## config.mk

```make
export PLATFORM = sky130hd
export DESIGN_NAME = utf8_stream_decoder_top
export DESIGN_NICKNAME = d
export VERILOG_FILES = /design/src/sv/utf8d_pkg.sv /design/src/sv/utf8_stream_decoder_top.sv /design/src/sv/utf8d_core.sv
export SDC_FILE = /design/constraint.sdc
export NUM_CORES = 1
export LEC_CHECK = 0
export ABC_AREA = 1
export BUFFER_PORTS_ARGS = -buffer_cell sky130_fd_sc_hd__buf_2
export CORE_AREA = 2 2 127 129
export CTS_CLUSTER_DIAMETER = 30
export DETAILED_ROUTE_END_ITERATION = 10
export DIE_AREA = 0 0 129 131
export GPL_TIMING_DRIVEN = 0
export HOLD_SLACK_MARGIN = 0.05
export PLACE_DENSITY_LB_ADDON = 0.25
export SLEW_MARGIN = 20
export SYNTH_ARGS = -nofsm -noshare
export SYNTH_HDL_FRONTEND = slang
export SYNTH_SLANG_ARGS = --single-unit
```

## constraint.sdc

```tcl
create_clock -name clk_i -period 3.2 [get_ports clk_i]
set_input_delay 0.64 -clock clk_i [delete_from_list [all_inputs] [get_ports clk_i]]
set_output_delay 0.64 -clock clk_i [all_outputs]
set_load 0.005 [all_outputs]
```

## src/sv/utf8d_pkg.sv

```systemverilog
`timescale 1ns / 1ps
// ----------------------------------------------------------------------------
// utf8d_pkg
// Shared types, constants and helpers for the UTF-8 stream decoder.
// ----------------------------------------------------------------------------
package utf8d_pkg;

  localparam int unsigned CpW      = 31;
  localparam int unsigned QDepth   = 4;
  localparam int unsigned QPtrW    = $clog2(QDepth);
  localparam int unsigned QCntW    = QPtrW + 1;

  localparam logic [CpW-1:0] CpRepl     = 31'h0000_FFFD;
  localparam logic [CpW-1:0] CpMinMulti = 31'h0000_00A0;
  localparam logic [CpW-1:0] CpBom      = 31'h0000_FEFF;
  localparam logic [CpW-1:0] CpSurrLo   = 31'h0000_D800;
  localparam logic [CpW-1:0] CpSurrHi   = 31'h0000_DFFF;
  localparam logic [CpW-1:0] CpTrailLo  = 31'h0000_DC00;
  localparam logic [CpW-1:0] CpPlane1   = 31'h0001_0000;

  // Results raised by one input word, in delivery order.
  typedef struct packed {
    logic [1:0]     n;
    logic [CpW-1:0] cp0;
    logic [CpW-1:0] cp1;
  } utf8d_res_t;

  // One queued output word.
  typedef struct packed {
    logic [CpW-1:0] cp;
    logic           last;
  } utf8d_ent_t;

  // Append one code point to the result list.
  function automatic utf8d_res_t utf8d_push(utf8d_res_t r, logic [CpW-1:0] cp);
    utf8d_res_t o;
    o = r;
    if (r.n == 2'd0) begin
      o.cp0 = cp;
    end else begin
      o.cp1 = cp;
    end
    o.n = r.n + 2'd1;
    return o;
  endfunction

endpackage

```

## src/sv/utf8_stream_decoder_top.sv

```systemverilog
`timescale 1ns / 1ps
// ----------------------------------------------------------------------------
// utf8_stream_decoder_top
// Byte-wide UTF-8 decoder with surrogate pairing and a small output queue.
// ----------------------------------------------------------------------------
// A result is written into the output queue when its byte word is accepted.
// Throughput: one byte word per cycle while the input is not stalled; a byte
//   raising two results needs two output words, and the four-entry output queue absorbs the difference.
// Input stalls while fewer than two queue entries are free.
// Reset (asynchronous, active low) clears decode state and empties the queue.
// ----------------------------------------------------------------------------
module utf8_stream_decoder_top import utf8d_pkg::*; (
  input  logic           clk_i,
  input  logic           rst_ni,
  // byte input
  input  logic           in_valid_i,
  output logic           in_stall_o,
  input  logic [7:0]     data_byte_i,
  input  logic           end_of_text_i,
  // code point output
  output logic           out_valid_o,
  input  logic           out_stall_i,
  output logic [CpW-1:0] code_point_o,
  output logic           last_in_run_o
);

  logic       in_acc;
  logic       out_acc;
  utf8d_res_t res;
  logic [1:0] n_push;

  // output queue
  utf8d_ent_t           q_mem_q [QDepth];
  logic [QPtrW-1:0]     wr_ptr_q, wr_ptr_d;
  logic [QPtrW-1:0]     rd_ptr_q, rd_ptr_d;
  logic [QCntW-1:0]     cnt_q, cnt_d;
  utf8d_ent_t           ent0, ent1;
  logic [QPtrW-1:0]     wr_ptr_p1;

  // Stall needs room for two words; depends only on queue fill.
  assign in_stall_o = (cnt_q > QCntW'(QDepth - 2));
  assign in_acc     = in_valid_i && !in_stall_o;
  assign out_valid_o = (cnt_q != '0);
  assign out_acc    = out_valid_o && !out_stall_i;

  utf8d_core u_core (
    .clk_i         (clk_i),
    .rst_ni        (rst_ni),
    .accept_i      (in_acc),
    .data_byte_i   (data_byte_i),
    .end_of_text_i (end_of_text_i),
    .res_o         (res)
  );

  assign n_push    = in_acc ? res.n : 2'd0;
  // The final result of a byte carries the run-end flag.
  assign ent0      = '{cp: res.cp0, last: (res.n == 2'd1)};
  assign ent1      = '{cp: res.cp1, last: 1'b1};
  assign wr_ptr_p1 = wr_ptr_q + QPtrW'(1);

  always_comb begin
    wr_ptr_d = wr_ptr_q + QPtrW'(n_push);
    rd_ptr_d = rd_ptr_q + QPtrW'(out_acc);
    cnt_d    = cnt_q + QCntW'(n_push) - QCntW'(out_acc);
  end

  always_ff @(posedge clk_i or negedge rst_ni) begin
    if (!rst_ni) begin
      wr_ptr_q <= '0;
      rd_ptr_q <= '0;
      cnt_q    <= '0;
    end else begin
      wr_ptr_q <= wr_ptr_d;
      rd_ptr_q <= rd_ptr_d;
      cnt_q    <= cnt_d;
    end
  end

  // Queue payload, no reset needed.
  always_ff @(posedge clk_i) begin
    if (n_push != 2'd0) q_mem_q[wr_ptr_q] <= ent0;
    if (n_push == 2'd2) q_mem_q[wr_ptr_p1] <= ent1;
  end

  assign code_point_o  = q_mem_q[rd_ptr_q].cp;
  assign last_in_run_o = q_mem_q[rd_ptr_q].last;

endmodule

```

## src/sv/utf8d_core.sv

```systemverilog
`timescale 1ns / 1ps
// ----------------------------------------------------------------------------
// utf8d_core
// Decode state and per-byte decision logic; yields up to two code points.
// ----------------------------------------------------------------------------
module utf8d_core import utf8d_pkg::*; (
  input  logic       clk_i,
  input  logic       rst_ni,
  input  logic       accept_i,
  input  logic [7:0] data_byte_i,
  input  logic       end_of_text_i,
  output utf8d_res_t res_o
);

  logic [2:0]     pend_q, pend_d;
  logic [CpW-1:0] part_q, part_d;
  logic [15:0]    held_q, held_d;

  logic           pending;
  logic [CpW-1:0] acc;
  logic [CpW-1:0] fin;
  logic [CpW-1:0] pair;
  utf8d_res_t     res;

  assign pending = (pend_q != 3'd0);
  assign acc     = {part_q[CpW-7:0], data_byte_i[5:0]};
  assign fin     = (acc < CpMinMulti) ? CpRepl : acc;
  // Held lead is either zero or a valid lead surrogate, so a pair is valid iff held.
  assign pair    = CpW'({held_q[9:0], fin[9:0]}) + CpPlane1;

  always_comb begin
    res    = '0;
    pend_d = pend_q;
    part_d = part_q;
    held_d = held_q;
    if (end_of_text_i || (data_byte_i == 8'h00)) begin
      if (pending) res = utf8d_push(res, CpRepl);
      pend_d = '0;
      part_d = '0;
      held_d = '0;
    end else if (!data_byte_i[7]) begin
      if (pending) res = utf8d_push(res, CpRepl);
      res    = utf8d_push(res, CpW'(data_byte_i));
      pend_d = '0;
    end else if (pending && (data_byte_i[7:6] == 2'b10)) begin
      part_d = acc;
      pend_d = pend_q - 3'd1;
      if (pend_q == 3'd1) begin
        if (fin == CpBom) begin
          res = res;
        end else if ((fin >= CpSurrLo) && (fin <= CpSurrHi)) begin
          if (fin < CpTrailLo) begin
            held_d = fin[15:0];
          end else begin
            held_d = '0;
            res    = utf8d_push(res, (held_q != 16'd0) ? pair : CpRepl);
          end
        end else begin
          res = utf8d_push(res, fin);
        end
      end
    end else begin
      if (pending) res = utf8d_push(res, CpRepl);
      unique casez (data_byte_i)
        8'b110?_???? : begin pend_d = 3'd1; part_d = CpW'(data_byte_i[4:0]); end
        8'b1110_???? : begin pend_d = 3'd2; part_d = CpW'(data_byte_i[3:0]); end
        8'b1111_0??? : begin pend_d = 3'd3; part_d = CpW'(data_byte_i[2:0]); end
        8'b1111_10?? : begin pend_d = 3'd4; part_d = CpW'(data_byte_i[1:0]); end
        8'b1111_110? : begin pend_d = 3'd5; part_d = CpW'(data_byte_i[0]);   end
        default : begin
          res    = utf8d_push(res, CpRepl);
          pend_d = '0;
        end
      endcase
    end
  end

  assign res_o = res;

  always_ff @(posedge clk_i or negedge rst_ni) begin
    if (!rst_ni) begin
      pend_q <= '0;
      part_q <= '0;
      held_q <= '0;
    end else if (accept_i) begin
      pend_q <= pend_d;
      part_q <= part_d;
      held_q <= held_d;
    end
  end

endmodule

```

# Word-level counts from Yosys, hierarchy flattened
# Memory sizes are Yosys's and may differ from the RTL's.
# Index checks and enable logic that the tools add are counted.
op_classes:
  muxes: 40
  eq_ne: 11
  reduce_logical: 22
  add_sub_neg: 9
  magnitude_cmp: 5
op_table:
  columns: ["cell", "n"]
  rows:
  - ["64-bit 2-to-1 mux", 11]
  - ["63-bit 2-to-1 mux", 3]
  - ["31-bit 2-to-1 mux", 6]
  - ["25-bit case mux with 5 select lines", 1]
  - ["16-bit 2-to-1 mux", 7]
  - ["25-bit 2-to-1 mux", 3]
  - ["31-bit by 16-bit == test with 1-bit output (second input constant)", 1]
  - ["31-bit by 16-bit greater-or-equal comparator with 1-bit output (second input constant)", 1]
  - ["31-bit by 16-bit <= comparator with 1-bit output (second input constant)", 1]
  - ["31-bit by 16-bit < comparator with 1-bit output (second input constant)", 1]
  - ["31-bit by 8-bit < comparator with 1-bit output (second input constant)", 1]
  - ["20-bit by 17-bit adder with 21-bit output (second input constant)", 1]
  - ["16-bit nonzero test", 1]
  - ["3-bit case mux with 5 select lines", 1]
  - ["2-bit nonzero test", 5]
  - ["3-bit 2-to-1 mux", 3]
  - ["8-bit zero test", 1]
  - ["7-bit == test (second input constant)", 1]
  - ["7-bit nonzero test", 1]
  - ["2-bit by 1-bit adder with 2-bit output (second input constant)", 3]
  - ["6-bit == test (second input constant)", 1]
  - ["6-bit AND reduction", 1]
  - ["3-bit nonzero test", 2]
  - ["5-bit == test (second input constant)", 1]
  - ["other kinds (20)", 29]
totals:
  elab_cells: 94
  output_inout_bits: 34
  register_bits: 51
  mem_bits_rw: 128
  in_bits: 13
  memories: 1
mem_list:
  columns: ["name", "depth", "width", "read_ports", "rd_ports_with_merged_regs", "write_ports", "line_no", "rtl"]
  rows:
  - ["q_mem_q", 4, 32, 1, 0, 2, "utf8_stream_decoder_top.sv:33", "utf8d_ent_t q_mem_q [QDepth];"]

# Longest topological paths before layout
# Gate-level depths: netlist of run 1.
logic_depth:
  depth_word: 15
  ltp_mapped: 23
  depth_no_buf: 22

# Hierarchy
# Synthesis of run 1 repeated with hierarchy kept, for this count alone.
hier_totals:
  hier_cells: 1253
  hier_area_um2: 10421.2
modules_own_cells:
  columns: ["module", "area_each_um2", "seq_area_each_um2", "cells_per_inst", "instances"]
  rows:
  - ["utf8_stream_decoder_top", 6731.5, 3978.8, 694, 1]
  - ["utf8d_core", 3689.8, 1101.1, 559, 1]

# Worst setup path after synthesis of run 1
# OpenSTA, ideal clock, no wires.
synth_timing:
  kind: "input -> register"
  start: "input port data_byte_i[7]"
  end: "memory q_mem_q[3][10] (netlist name) (enable)"
  n_path_buf: 2
  path_stages: 16
  setup_time_ns: 0.372
  arrival_time_ns: 2.916
  path_slack_ns: -0.087
  required_time_ns: 2.828
  path_cell_list: "buf_2 > nand2_1 > nor2_1 > inv_1 > a31oi_1 > nor2_1 > ha_1 > nand3_1 > o21ai_1 > nand2_1 > nor2_1 > inv_2 > nor2_4 > nand2_1 > buf_2 > nand2_1"
synth_rtl:
  columns: ["item", "line_no", "rtl"]
  rows:
  - ["from (decl)", "utf8_stream_decoder_top.sv:18", "input logic [7:0] data_byte_i,"]
  - ["to (decl)", "utf8_stream_decoder_top.sv:33", null]

# Final worst setup path of run 1
layout_timing:
  start: "register rd_ptr_q[0]"
  end: "output port code_point_o[17]"
layout_between:
  elab_chain_cells: 1
layout_lines:
  columns: ["item", "line_no", "rtl"]
  rows:
  - ["from (decl)", "utf8_stream_decoder_top.sv:35", "logic [QPtrW-1:0] rd_ptr_q, rd_ptr_d;"]
  - ["from (signal assigned)", "utf8_stream_decoder_top.sv:74", "rd_ptr_q <= rd_ptr_d;"]
  - ["memory 4 x 32 bit", null, null]
  - ["to (decl)", "utf8_stream_decoder_top.sv:23", "output logic [CpW-1:0] code_point_o,"]
# No other way between the ends.

==> results.json, run 1 <==
{
  "maxCapViolCount": 0,
  "grt_usage_pct": 34.9,
  "wire_per_inst_um": 19.3,
  "portBuffers": 46,
  "crit_fanout": 10,
  "setup_viol_count_final": 0,
  "wirelength_um": 30100,
  "final_max_slew_viol_count": 0,
  "outcome": "finished, final reports clean",
  "antenna_found_initial": 0,
  "grt_first_pass_wirelength_um": 44800,
  "end_kind": "primary output",
  "firstDrtPassIters": 6,
  "grt_pass1_vias": 8590,
  "grt_max_degree": 52,
  "nets": 1361,
  "crit_path_top_delay_cell": "dfrtp_1",
  "nFillCells": 1259,
  "irDropWorstVdd_v": 0.000522,
  "p_total_mw": 10.3,
  "place_area_mm2": 0.0100,
  "hold_viol": 0,
  "drt-initial-drc-count": 1368,
  "yosysSeqAreaShare_pct": 47.2,
  "worst_slew_pin_slew_ns": 1.12,
  "clock_sinks": 179,
  "placed_cells": 1509,
  "layout-drive-gt1-share_pct": 14.6,
  "crit_type": "reg -> out",
  "synthToLayoutAreaGrowth_pct": 16.4,
  "detail_route.vias_per_cell": 6.19,
  "num_rows": 46,
  "dieArea_mm2": 0.0169,
  "drtAntennaViolNets": 0,
  "cellPowerDensity_mw_per_mm2": 930,
  "synthesis.area_mm2": 0.00949,
  "path_clk_slew_ns": 0.06,
  "critPathLaunchType": "flop",
  "clock_latency_ns": 0.44,
  "synth_warnings": 0,
  "fmax_mhz": 317,
  "cts_buffer_depth": 2,
  "cts_buffers": 17,
  "critPathMaxStageDelay_ns": 0.35,
  "die_x_um": 129,
  "layout_min_cycle_time_ns": 3.15,
  "root_buffer": "clkbuf_16",
  "instances_no_fill": 1564,
  "dieHeight_um": 131,
  "syn_nets": 1273,
  "ys_ff_latch": 179,
  "relSlewSlack_pct": 25.0,
  "grt_overflow_total": 0,
  "n_antenna_cell": 0,
  "htree_levels": 4,
  "syn_inst": 1247,
  "worst_ep_arrival_time_ns": 2.51,
  "hpwlAfterDp_um": 19900,
  "final_area_mm2": 0.0110,
  "gp_routability_congestion": 0.964,
  "vias": 9677,
  "avgSynthCellArea_um2": 7.61,
  "fin_crit_sh_pct": 98.5,
  "skew_ns": 0.0101,
  "start_util_pct": 60.9,
  "coreArea_mm2": 0.0156,
  "io_pins": 47,
  "drc": 0,
  "power_leakage_nw": 5.06,
  "hold_class": "in -> async",
  "synthDistinctLibCells": 42,
  "path_cells": "clkbuf_1 -> inv_1 -> clkbuf_1 -> clkbuf_2 -> o21ai_0 -> o21ai_0 -> buf_2",
  "critical_path_required_ns": 2.56,
  "cts_tree": "built"
}
==> synth_stat cells <==
master    number  area share [%]
buf_1          3            0.12
buf_2         16            0.84
a21oi_1       84             4.4
nand3_1      138             7.3
nor2_1       186             7.4
o41ai_1        3            0.28
and2_1         1           0.066
nand2_2        7            0.46
xnor2_1        3            0.28
nor3_2         1            0.11
xor2_1         5            0.46
dfxtp_1       64              13
nor3_1         7            0.37
nand2_1      225             8.9
o32ai_1        1           0.092
inv_2         18            0.71
buf_6          4            0.47
edfxtp_1      64              20
o22ai_1       42             2.8
clkbuf_1      45             1.8
a31oi_1        2            0.13
buf_4          7            0.55
clkinv_1       5            0.20
nand4_1       13            0.86
nor2_2         6            0.40
fa_1           1            0.21
o21ai_1        9            0.47
o41ai_2        1            0.17
or2_2          1           0.066
nor2_4         1            0.12
o31ai_1        2            0.16
ha_1          12             1.6
nor4_1         2            0.13
nand4_2        1            0.13
o21ai_0      128             6.7
a211oi_1       2            0.16
nand3_2        4            0.42
nand2_4        3            0.36
dfrtp_1       51              13
o211ai_1       1           0.079
nand3b_1       1           0.079
inv_1         77             3.0
==> critical path: cells and delay by family (launching register included) <==
family                 cells  cell delay, ns
flip-flops                 1            0.35
buffers and inverters      5            1.27
AO/OA/AOI/OAI              2            0.47
==> registers in the layout (all words and copies together), names as in the netlist <==
name           flops
q_mem_q          128
u_core.part_q     25
u_core.held_q     16
cnt_q              3
u_core.pend_q      3
rd_ptr_q           2
wr_ptr_q           2
==> cell families after synthesis <==
family	share of synthesized area, %
xor+xnor	0.738
fa+ha+maj	1.79
flops	47.2
buf+inv	7.72
simple gates	27.1
compound gates	15.5
==> layout by cell type, fill, tap and decap left out, drive strengths merged, types with 3 or more instances in the layout <==
| cell | count |
|---|---|
| clkbuf | 65 |
| bufinv | 3 |
| xnor2 | 3 |
| dfrtp | 51 |
| nand3 | 142 |
| nor3 | 8 |
| buf | 96 |
| xor2 | 5 |
| nor2 | 193 |
| o21ai | 137 |
| o41ai | 4 |
| ha | 12 |
| inv | 95 |
| nand2 | 237 |
| nand4 | 14 |
| clkinv | 11 |
| dfxtp | 64 |
| clkinvlp | 4 |
| edfxtp | 64 |
| o22ai | 42 |
| a21oi | 84 |
==> per-stage QoR <==
| stage | hold slack (ns) | util (%) | setup TNS, ns | setup slack, ns |
|---|---|---|---|---|
| 6_report | 0.223 | 70.8 | 0 | 0.0476 |
| 5_1_grt | 0.285 | 70.8 | -1.00 | -0.0438 |
| 4_1_cts | 0.259 | 68.2 | 0 | 0.00514 |
| 3_5_place_dp | 0.442 | 64.1 | -88.52 | -0.950 |
| 3_3_place_gp | 0.438 | 64.1 | -81.50 | -0.924 |
| 2_1_floorplan | 0.344 | - | 0 | 0.0873 |
==> final cells by class <==
type                            instances  area [µm²]  area share [%]
Clock inverter                         13         141            1.28
Timing Repair Buffer                   67         400            3.62
Multi-Input combinational cell        895        4510            40.8
Inverter                              100         375            3.40
Buffer                                 75         438            3.96
Tap cell                              216         270            2.45
Sequential cell                       179        4480            40.5
Clock buffer                           19         433            3.92
==> path summary, 6_finish.rpt <==
path,from,endpoint,slack [ns],cells past startpoint
min reg2reg,q_mem_q[2][0]$_SDFFE_PP1P_,q_mem_q[2][0]$_SDFFE_PP1P_,0.47,2
max reg2reg,u_core.pend_q[0]$_DFFE_PN0P_,q_mem_q[0][4]$_DFFE_PP_,0.16,18
max in group asynchronous,rst_ni,rd_ptr_q[0]$_DFF_PN0_,2.53,1
min,rst_ni,u_core.held_q[14]$_DFFE_PN0P_,0.22,1
min in group clk_i,q_mem_q[2][0]$_SDFFE_PP1P_,q_mem_q[2][0]$_SDFFE_PP1P_,0.47,2
max,rd_ptr_q[0]$_DFF_PN0_,code_point_o[17],0.05,7
==> repair_timing <==
action,in CTS,in global routing
buffers inserted,0,20
pin swaps,0,16
hold buffers,0,0
cloned,0,3
gates resized for setup,15,66
endpoints found under the setup margin,75,149
==> routing by layer <==
layer	track usage (%)	vias to the layer above	wire (µm)
li1	-	4401	-
met1	47.1	4450	11300
met2	55.9	678	13900
met3	5.09	148	3490
met4	16.4	0	1380
met5	0	-	0
==> power by group <==
group / switching (mW) / internal [mW] / leakage [nW]
Clock: 0.879 / 1.21 / 0.267
Sequential: 0.326 / 2.97 / 1.81
Combinational: 3.31 / 1.59 / 2.98
Total: 4.51 / 5.77 / 5.06
(Power assumes the default switching activity.)
==> run 2: changes to the inputs <==
--- a/config.mk
+++ b/config.mk
@@ -7,10 +7,10 @@
 export LEC_CHECK = 0
 export ABC_AREA = 1
 export BUFFER_PORTS_ARGS = -buffer_cell sky130_fd_sc_hd__buf_2
-export CORE_AREA = 2 2 127 129
+export CORE_AREA = 2 2 124 126
 export CTS_CLUSTER_DIAMETER = 30
 export DETAILED_ROUTE_END_ITERATION = 10
-export DIE_AREA = 0 0 129 131
+export DIE_AREA = 0 0 126 128
 export GPL_TIMING_DRIVEN = 0
 export HOLD_SLACK_MARGIN = 0.05
 export PLACE_DENSITY_LB_ADDON = 0.25
==> constraint.sdc (replaced) <==
create_clock -name clk_i -period 3.7 [get_ports clk_i]
set_input_delay 0.74 -clock clk_i [delete_from_list [all_inputs] [get_ports clk_i]]
set_output_delay 0.74 -clock clk_i [all_outputs]
set_load 0.005 [all_outputs]
==> results.json, run 2 (synthesized netlist as in run 1, its figures left out) <==
{
  "cellPowerDensity_mw_per_mm2": 817,
  "fmax_mhz": 286,
  "hpwlAfterDp_um": 20000,
  "root_buffer": "clkbuf_16",
  "r2r_slack_ns": 0.28,
  "drt-initial-drc-count": 1153,
  "portBuffers": 46,
  "crit_fanout": 16,
  "grt_first_pass_wirelength_um": 45100,
  "coreArea_mm2": 0.0149,
  "cts_buffers": 17,
  "nets": 1338,
  "htree_levels": 4,
  "drc": 0,
  "wire_per_inst_um": 19.0,
  "irDropWorstVdd_v": 0.000492,
  "wl_met2_um": 13400,
  "final_max_slew_viol_count": 0,
  "gp_routability_congestion": 0.972,
  "fin_crit_sh_pct": 94.7,
  "relSlewSlack_pct": 29.8,
  "wl_met1_um": 11300,
  "cts_setup_buffers": 0,
  "vias": 9306,
  "final_cell_mix": "220 x nand2_1, 186 x nor2_1, 138 x nand3_1",
  "multiInputGateArea_mm2": 0.00432,
  "start_util_pct": 63.9,
  "hold_class": "in -> async",
  "cts_tree": "built",
  "intPower_mw": 4.91,
  "critPathLaunchType": "primary input",
  "crit_type": "in -> reg",
  "top_layer": "met4",
  "hold_viol": 0,
  "critical_path_required_ns": 3.83,
  "clock_latency_ns": 0.44,
  "reg2reg_from": "cnt_q[2]$_DFF_PN0_",
  "dieArea_mm2": 0.0161,
  "wirelength_um": 28800,
  "synthToLayoutAreaGrowth_pct": 11.7,
  "wl_met3_um": 3110,
  "detail_route.vias_per_cell": 6.15,
  "hold_buffers": 0,
  "grt_overflow_total": 0,
  "regMostFlops": "q_mem_q",
  "cp_common_cell": "nor2_1",
  "n_antenna_cell": 0,
  "skew_ns": 0.00640,
  "drtAntennaViolNets": 0,
  "setup_viol_count_final": 0,
  "path_cells": "buf_2 -> buf_2 -> nand2_1 -> nor2_1 -> inv_1 -> a31oi_1 -> nor2_1 -> ha_1 -> nand3_1 -> o21ai_1 -> nand2_1 -> nor2_1 -> inv_2 -> nor2_4 -> nand2_2 -> buf_4 -> nand2_4",
  "grt_max_degree": 52,
  "p_sw_mw": 3.75,
  "r2r-end": "q_mem_q[1][4]$_DFFE_PP_",
  "antenna_found_initial": 0,
  "rsz0062_at_grt": "no",
  "maxCapViolCount": 0,
  "clkPwrFrac_pct": 21.8,
  "p_total_mw": 8.66,
  "clock_sinks": 179,
  "path_clk_slew_ns": 0.06,
  "reg_top3": "q_mem_q x128, u_core.part_q x25, u_core.held_q x16",
  "nFillCells": 1218,
  "comb_power_share_pct": 45.4,
  "grt_usage_pct": 36.0,
  "switching_share_pct": 43.3,
  "r2r_cells": 10,
  "largest_reg_flops": 128,
  "dieHeight_um": 128,
  "seqCellArea_mm2": 0.00448,
  "die_x_um": 126,
  "worst_ep_arrival_time_ns": 3.63,
  "crit_path_top_delay_cell": "buf_4",
  "p_seq_share_pct": 32.8,
  "critPathMaxStageDelay_ns": 0.32,
  "cts_buffer_depth": 2,
  "num_rows": 45,
  "layout-drive-gt1-share_pct": 11.0,
  "grt_pass1_vias": 8533,
  "outcome": "finished, final reports clean",
  "final_common_cell": "nand2_1",
  "worst_slew_pin_slew_ns": 1.05,
  "power_leakage_nw": 4.85,
  "firstDrtPassIters": 6,
  "layout_min_cycle_time_ns": 3.50,
  "fin_tns_setup_ns": 0,
  "end_kind": "flop",
  "io_pins": 47
}
[run 2: timing repair]
item | 4_1_cts | 5_1_grt
endpoints found under the setup margin | 48 | 65
cloned | 0 | 0
gates resized for setup | 4 | 7
[run 2: area by class of cell]
cell class	instances	area share, %
plain buffers	75	3.40
clock buffers	21	4.15
clock inverters	11	1.51
inverters	100	3.54
multi-input cells	893	40.7
flip-flops and latches	179	42.3
well taps	188	2.22
repair buffers	46	2.20
[run 2: worst max-delay path: cells and delay by family]
family | cells | cell delay (ns)
buf+inv | 5 | 0.86
simple gates | 9 | 1.59
fa+ha+maj | 1 | 0.20
compound gates | 2 | 0.22
[run 2: layer usage]
metal | track usage, % | vias up
met5 | 0 | -
met4 | 13.0 | 0
met3 | 8.60 | 90
met2 | 57.7 | 599
met1 | 48.3 | 4287
li1 | - | 4330
[run 2: worst max-delay path by stage]
stage / start / slack, ns / cells after the start / endpoint
global placement: data_byte_i[7] / -0.81 / 17 / q_mem_q[3][9]$_DFFE_PP_
floorplan: data_byte_i[7] / 0.31 / 16 / q_mem_q[3][10]$_DFFE_PP_
detailed placement: data_byte_i[7] / -0.85 / 17 / q_mem_q[3][9]$_DFFE_PP_
CTS: data_byte_i[7] / 0.01 / 16 / q_mem_q[2][2]$_DFFE_PP_
global route: data_byte_i[7] / 0.009 / 17 / q_mem_q[1][1]$_DFFE_PP_
finish: data_byte_i[7] / 0.20 / 17 / q_mem_q[1][4]$_DFFE_PP_
[run 2: per-stage QoR]
step | setup slack (ns) | cell area (µm²) | utilization, % | cells | hold WS [ns]
6_report | 0.198 | 10600 | 71.3 | 1513 | 0.316
5_1_grt | 0.00915 | 10600 | 71.3 | 1513 | 0.372
4_1_cts | 0.0112 | 10600 | 71.1 | 1513 | 0.460
3_5_place_dp | -0.851 | 9960 | 67.0 | 1481 | 0.441
3_3_place_gp | -0.813 | 9960 | 67.0 | 1481 | 0.437
2_1_floorplan | 0.313 | 9490 | - | 1247 | 0.424
[run 2: power by group through the flow]
stage / clock network [mW] / registers, mW / logic (mW)
2_1_floorplan: 0 / 2.79 / 2.56
6_report: 1.89 / 2.84 / 3.93
4_1_cts: 1.88 / 2.83 / 3.82
3_5_place_dp: 0 / 2.86 / 3.79
3_3_place_gp: 0 / 2.85 / 3.71
5_1_grt: 1.96 / 2.88 / 4.30
==> run 3: changes to the inputs <==
--- a/config.mk
+++ b/config.mk
@@ -7,13 +7,13 @@
 export LEC_CHECK = 0
 export ABC_AREA = 1
 export BUFFER_PORTS_ARGS = -buffer_cell sky130_fd_sc_hd__buf_2
-export CORE_AREA = 2 2 124 126
+export CORE_AREA = 2 2 158 160
 export CTS_CLUSTER_DIAMETER = 30
 export DETAILED_ROUTE_END_ITERATION = 10
-export DIE_AREA = 0 0 126 128
+export DIE_AREA = 0 0 160 162
 export GPL_TIMING_DRIVEN = 0
 export HOLD_SLACK_MARGIN = 0.05
-export PLACE_DENSITY_LB_ADDON = 0.25
+export PLACE_DENSITY = 0.66
 export SLEW_MARGIN = 20
 export SYNTH_ARGS = -nofsm -noshare
 export SYNTH_HDL_FRONTEND = slang
==> results.json, run 3 (synthesized netlist as in run 1, its figures left out) <==
{
  "relSlewSlack_pct": 38.1,
  "wire_per_inst_um": 18.0,
  "portBuffers": 46,
  "placed_cells": 1617,
  "p_total_mw": 8.69,
  "hold_buffers": 0,
  "clock_latency_ns": 0.45,
  "critPathMaxStageDelay_ns": 0.51,
  "final_cell_mix": "220 x nand2_1, 186 x nor2_1, 138 x nand3_1",
  "r2r_cells": 10,
  "antenna_found_initial": 0,
  "worst_slew_pin_slew_ns": 0.925,
  "crit_fanout": 10,
  "worst_hold_slack_ns": 0.324,
  "grt_first_pass_wirelength_um": 46500,
  "worstSetupPathDepth": 7,
  "clock_sinks": 179,
  "grt_overflow_total": 0,
  "layout_min_cycle_time_ns": 3.50,
  "firstDrtPassIters": 5,
  "n_antenna_cell": 0,
  "maxCapViolCount": 0,
  "die_x_um": 160,
  "regMostFlops": "q_mem_q",
  "outcome": "finished, final reports clean",
  "end_kind": "primary output",
  "path_clk_slew_ns": 0.08,
  "instances_no_fill": 1649,
  "critPathLaunch": "rd_ptr_q[0]$_DFF_PN0_",
  "crit_path_top_delay_cell": "clkbuf_1",
  "rsz0062_at_grt": "no",
  "worstSetupEndpoint": "code_point_o[20]",
  "cts_buffers": 17,
  "cts_tree": "built",
  "grt_max_degree": 52,
  "vias": 9037,
  "critical_path_buf_inv_count": 5,
  "layout-drive-gt1-share_pct": 11.5,
  "worst_ep_arrival_time_ns": 2.76,
  "nets": 1338,
  "num_rows": 57,
  "grt_pass1_vias": 8559,
  "drt-initial-drc-count": 1073,
  "final_core_util_pct": 44.8,
  "fin_crit_sh_pct": 94.5,
  "reg_top3": "q_mem_q x128, u_core.part_q x25, u_core.held_q x16",
  "cp_common_cell": "clkbuf_1",
  "hold_class": "in -> async",
  "root_buffer": "clkbuf_16",
  "io_pins": 47,
  "reg2reg_from": "cnt_q[2]$_DFF_PN0_",
  "htree_levels": 4,
  "path_cells": "clkbuf_1 -> inv_1 -> clkbuf_1 -> clkbuf_1 -> a21oi_1 -> a21oi_1 -> buf_2",
  "multiInputGateArea_mm2": 0.00433,
  "dieHeight_um": 162,
  "cellPowerDensity_mw_per_mm2": 806,
  "irDropWorstVdd_v": 0.000422,
  "r2r_slack_ns": 0.43,
  "drc": 0,
  "nFillCells": 2496,
  "power_leakage_nw": 4.86,
  "drtAntennaViolNets": 0,
  "crit_family": "buffers and inverters",
  "gp_routability_congestion": 0.897,
  "setup_viol_count_final": 0,
  "grt_usage_pct": 23.1,
  "r2r-end": "q_mem_q[1][15]$_DFFE_PP_",
  "wirelength_um": 29600,
  "seqCellArea_mm2": 0.00448,
  "cts_setup_buffers": 0,
  "synthToLayoutAreaGrowth_pct": 13.6,
  "hpwlAfterDp_um": 21100,
  "final_common_cell": "nand2_1",
  "skew_ns": 0.0166,
  "crit_type": "reg -> out",
  "cts_buffer_depth": 2,
  "detail_route.vias_per_cell": 5.48,
  "critPathLaunchType": "flop",
  "final_max_slew_viol_count": 0,
  "largest_reg_flops": 128,
  "hold_viol": 0,
  "dieArea_mm2": 0.0259,
  "start_util_pct": 39.4,
  "critical_path_required_ns": 2.96,
  "coreArea_mm2": 0.0241,
  "fmax_mhz": 286
}
## run 3: cell types whose count changed in the layout (fill, tap and decap cells not counted), sizes merged
cell / before / now
clkinvlp: 3 / 2
inv: 95 / 103
bufinv: 4 / 1
clkbuf: 66 / 62
## run 3: stage by stage
step / setup TNS, ns / setup slack [ns] / area [µm²]
after floorplan: 0 / 0.313 / 9490
after global placement: -36.95 / -0.782 / 10100
after detailed placement: -39.77 / -0.828 / 10100
after CTS: 0 / 0.0119 / 10800
after global routing: 0 / 0.0102 / 10800
final: 0 / 0.205 / 10800
## run 3: timing repair
item	4_1_cts	5_1_grt
pin swaps	0	0
gates resized for setup	4	7
setup endpoints to repair	48	65
## run 3: how the worst min path moves through the flow
stage / startpoint / endpoint / slack [ns] / cells past startpoint
final: rst_ni / u_core.part_q[17]$_DFFE_PN0P_ / 0.32 / 1
after global routing: rst_ni / u_core.part_q[17]$_DFFE_PN0P_ / 0.37 / 1
after CTS: rst_ni / u_core.part_q[17]$_DFFE_PN0P_ / 0.36 / 1
after detailed placement: q_mem_q[2][0]$_SDFFE_PP1P_ / q_mem_q[2][0]$_SDFFE_PP1P_ / 0.44 / 2
after global placement: q_mem_q[2][0]$_SDFFE_PP1P_ / q_mem_q[2][0]$_SDFFE_PP1P_ / 0.44 / 2
after floorplan: q_mem_q[1][0]$_SDFFE_PP1P_ / q_mem_q[1][0]$_SDFFE_PP1P_ / 0.42 / 2
## run 3: worst reg2reg max path, stage by stage (launching register included)
cell	delay, ns
dfrtp_1	0.41
nor2_1	0.18
nor2_1	0.08
nor2_1	0.65
inv_1	0.25
nor2_1	0.31
inv_2	0.13
nor2_4	0.19
nand2_2	0.22
buf_2	0.35
nand2_8	0.20
## run 3: area by class of cell
cell class                      instances  area share [%]
Sequential cell                       179            41.5
Multi-Input combinational cell        893            40.2
Clock buffer                           17            3.94
Tap cell                              324            3.76
Inverter                              100            3.48
Buffer                                 75            3.32
Timing Repair Buffer                   46            2.16
Clock inverter                         15            1.67
## run 3: per-layer routing
metal	part of all wire [%]	routed length, µm	global-route usage (%)
met5	0	0	0
met1	44	13100	30.9
met2	46	13600	37.7
met4	2.8	843	9.09
met3	7.2	2130	3.73
## run 3: power breakdown
| part | internal (mW) | switching [mW] | total [mW] |
|---|---|---|---|
| clock | 0.972 | 0.919 | 1.89 |
| sequential | 2.56 | 0.266 | 2.83 |
| combinational | 1.22 | 2.75 | 3.97 |
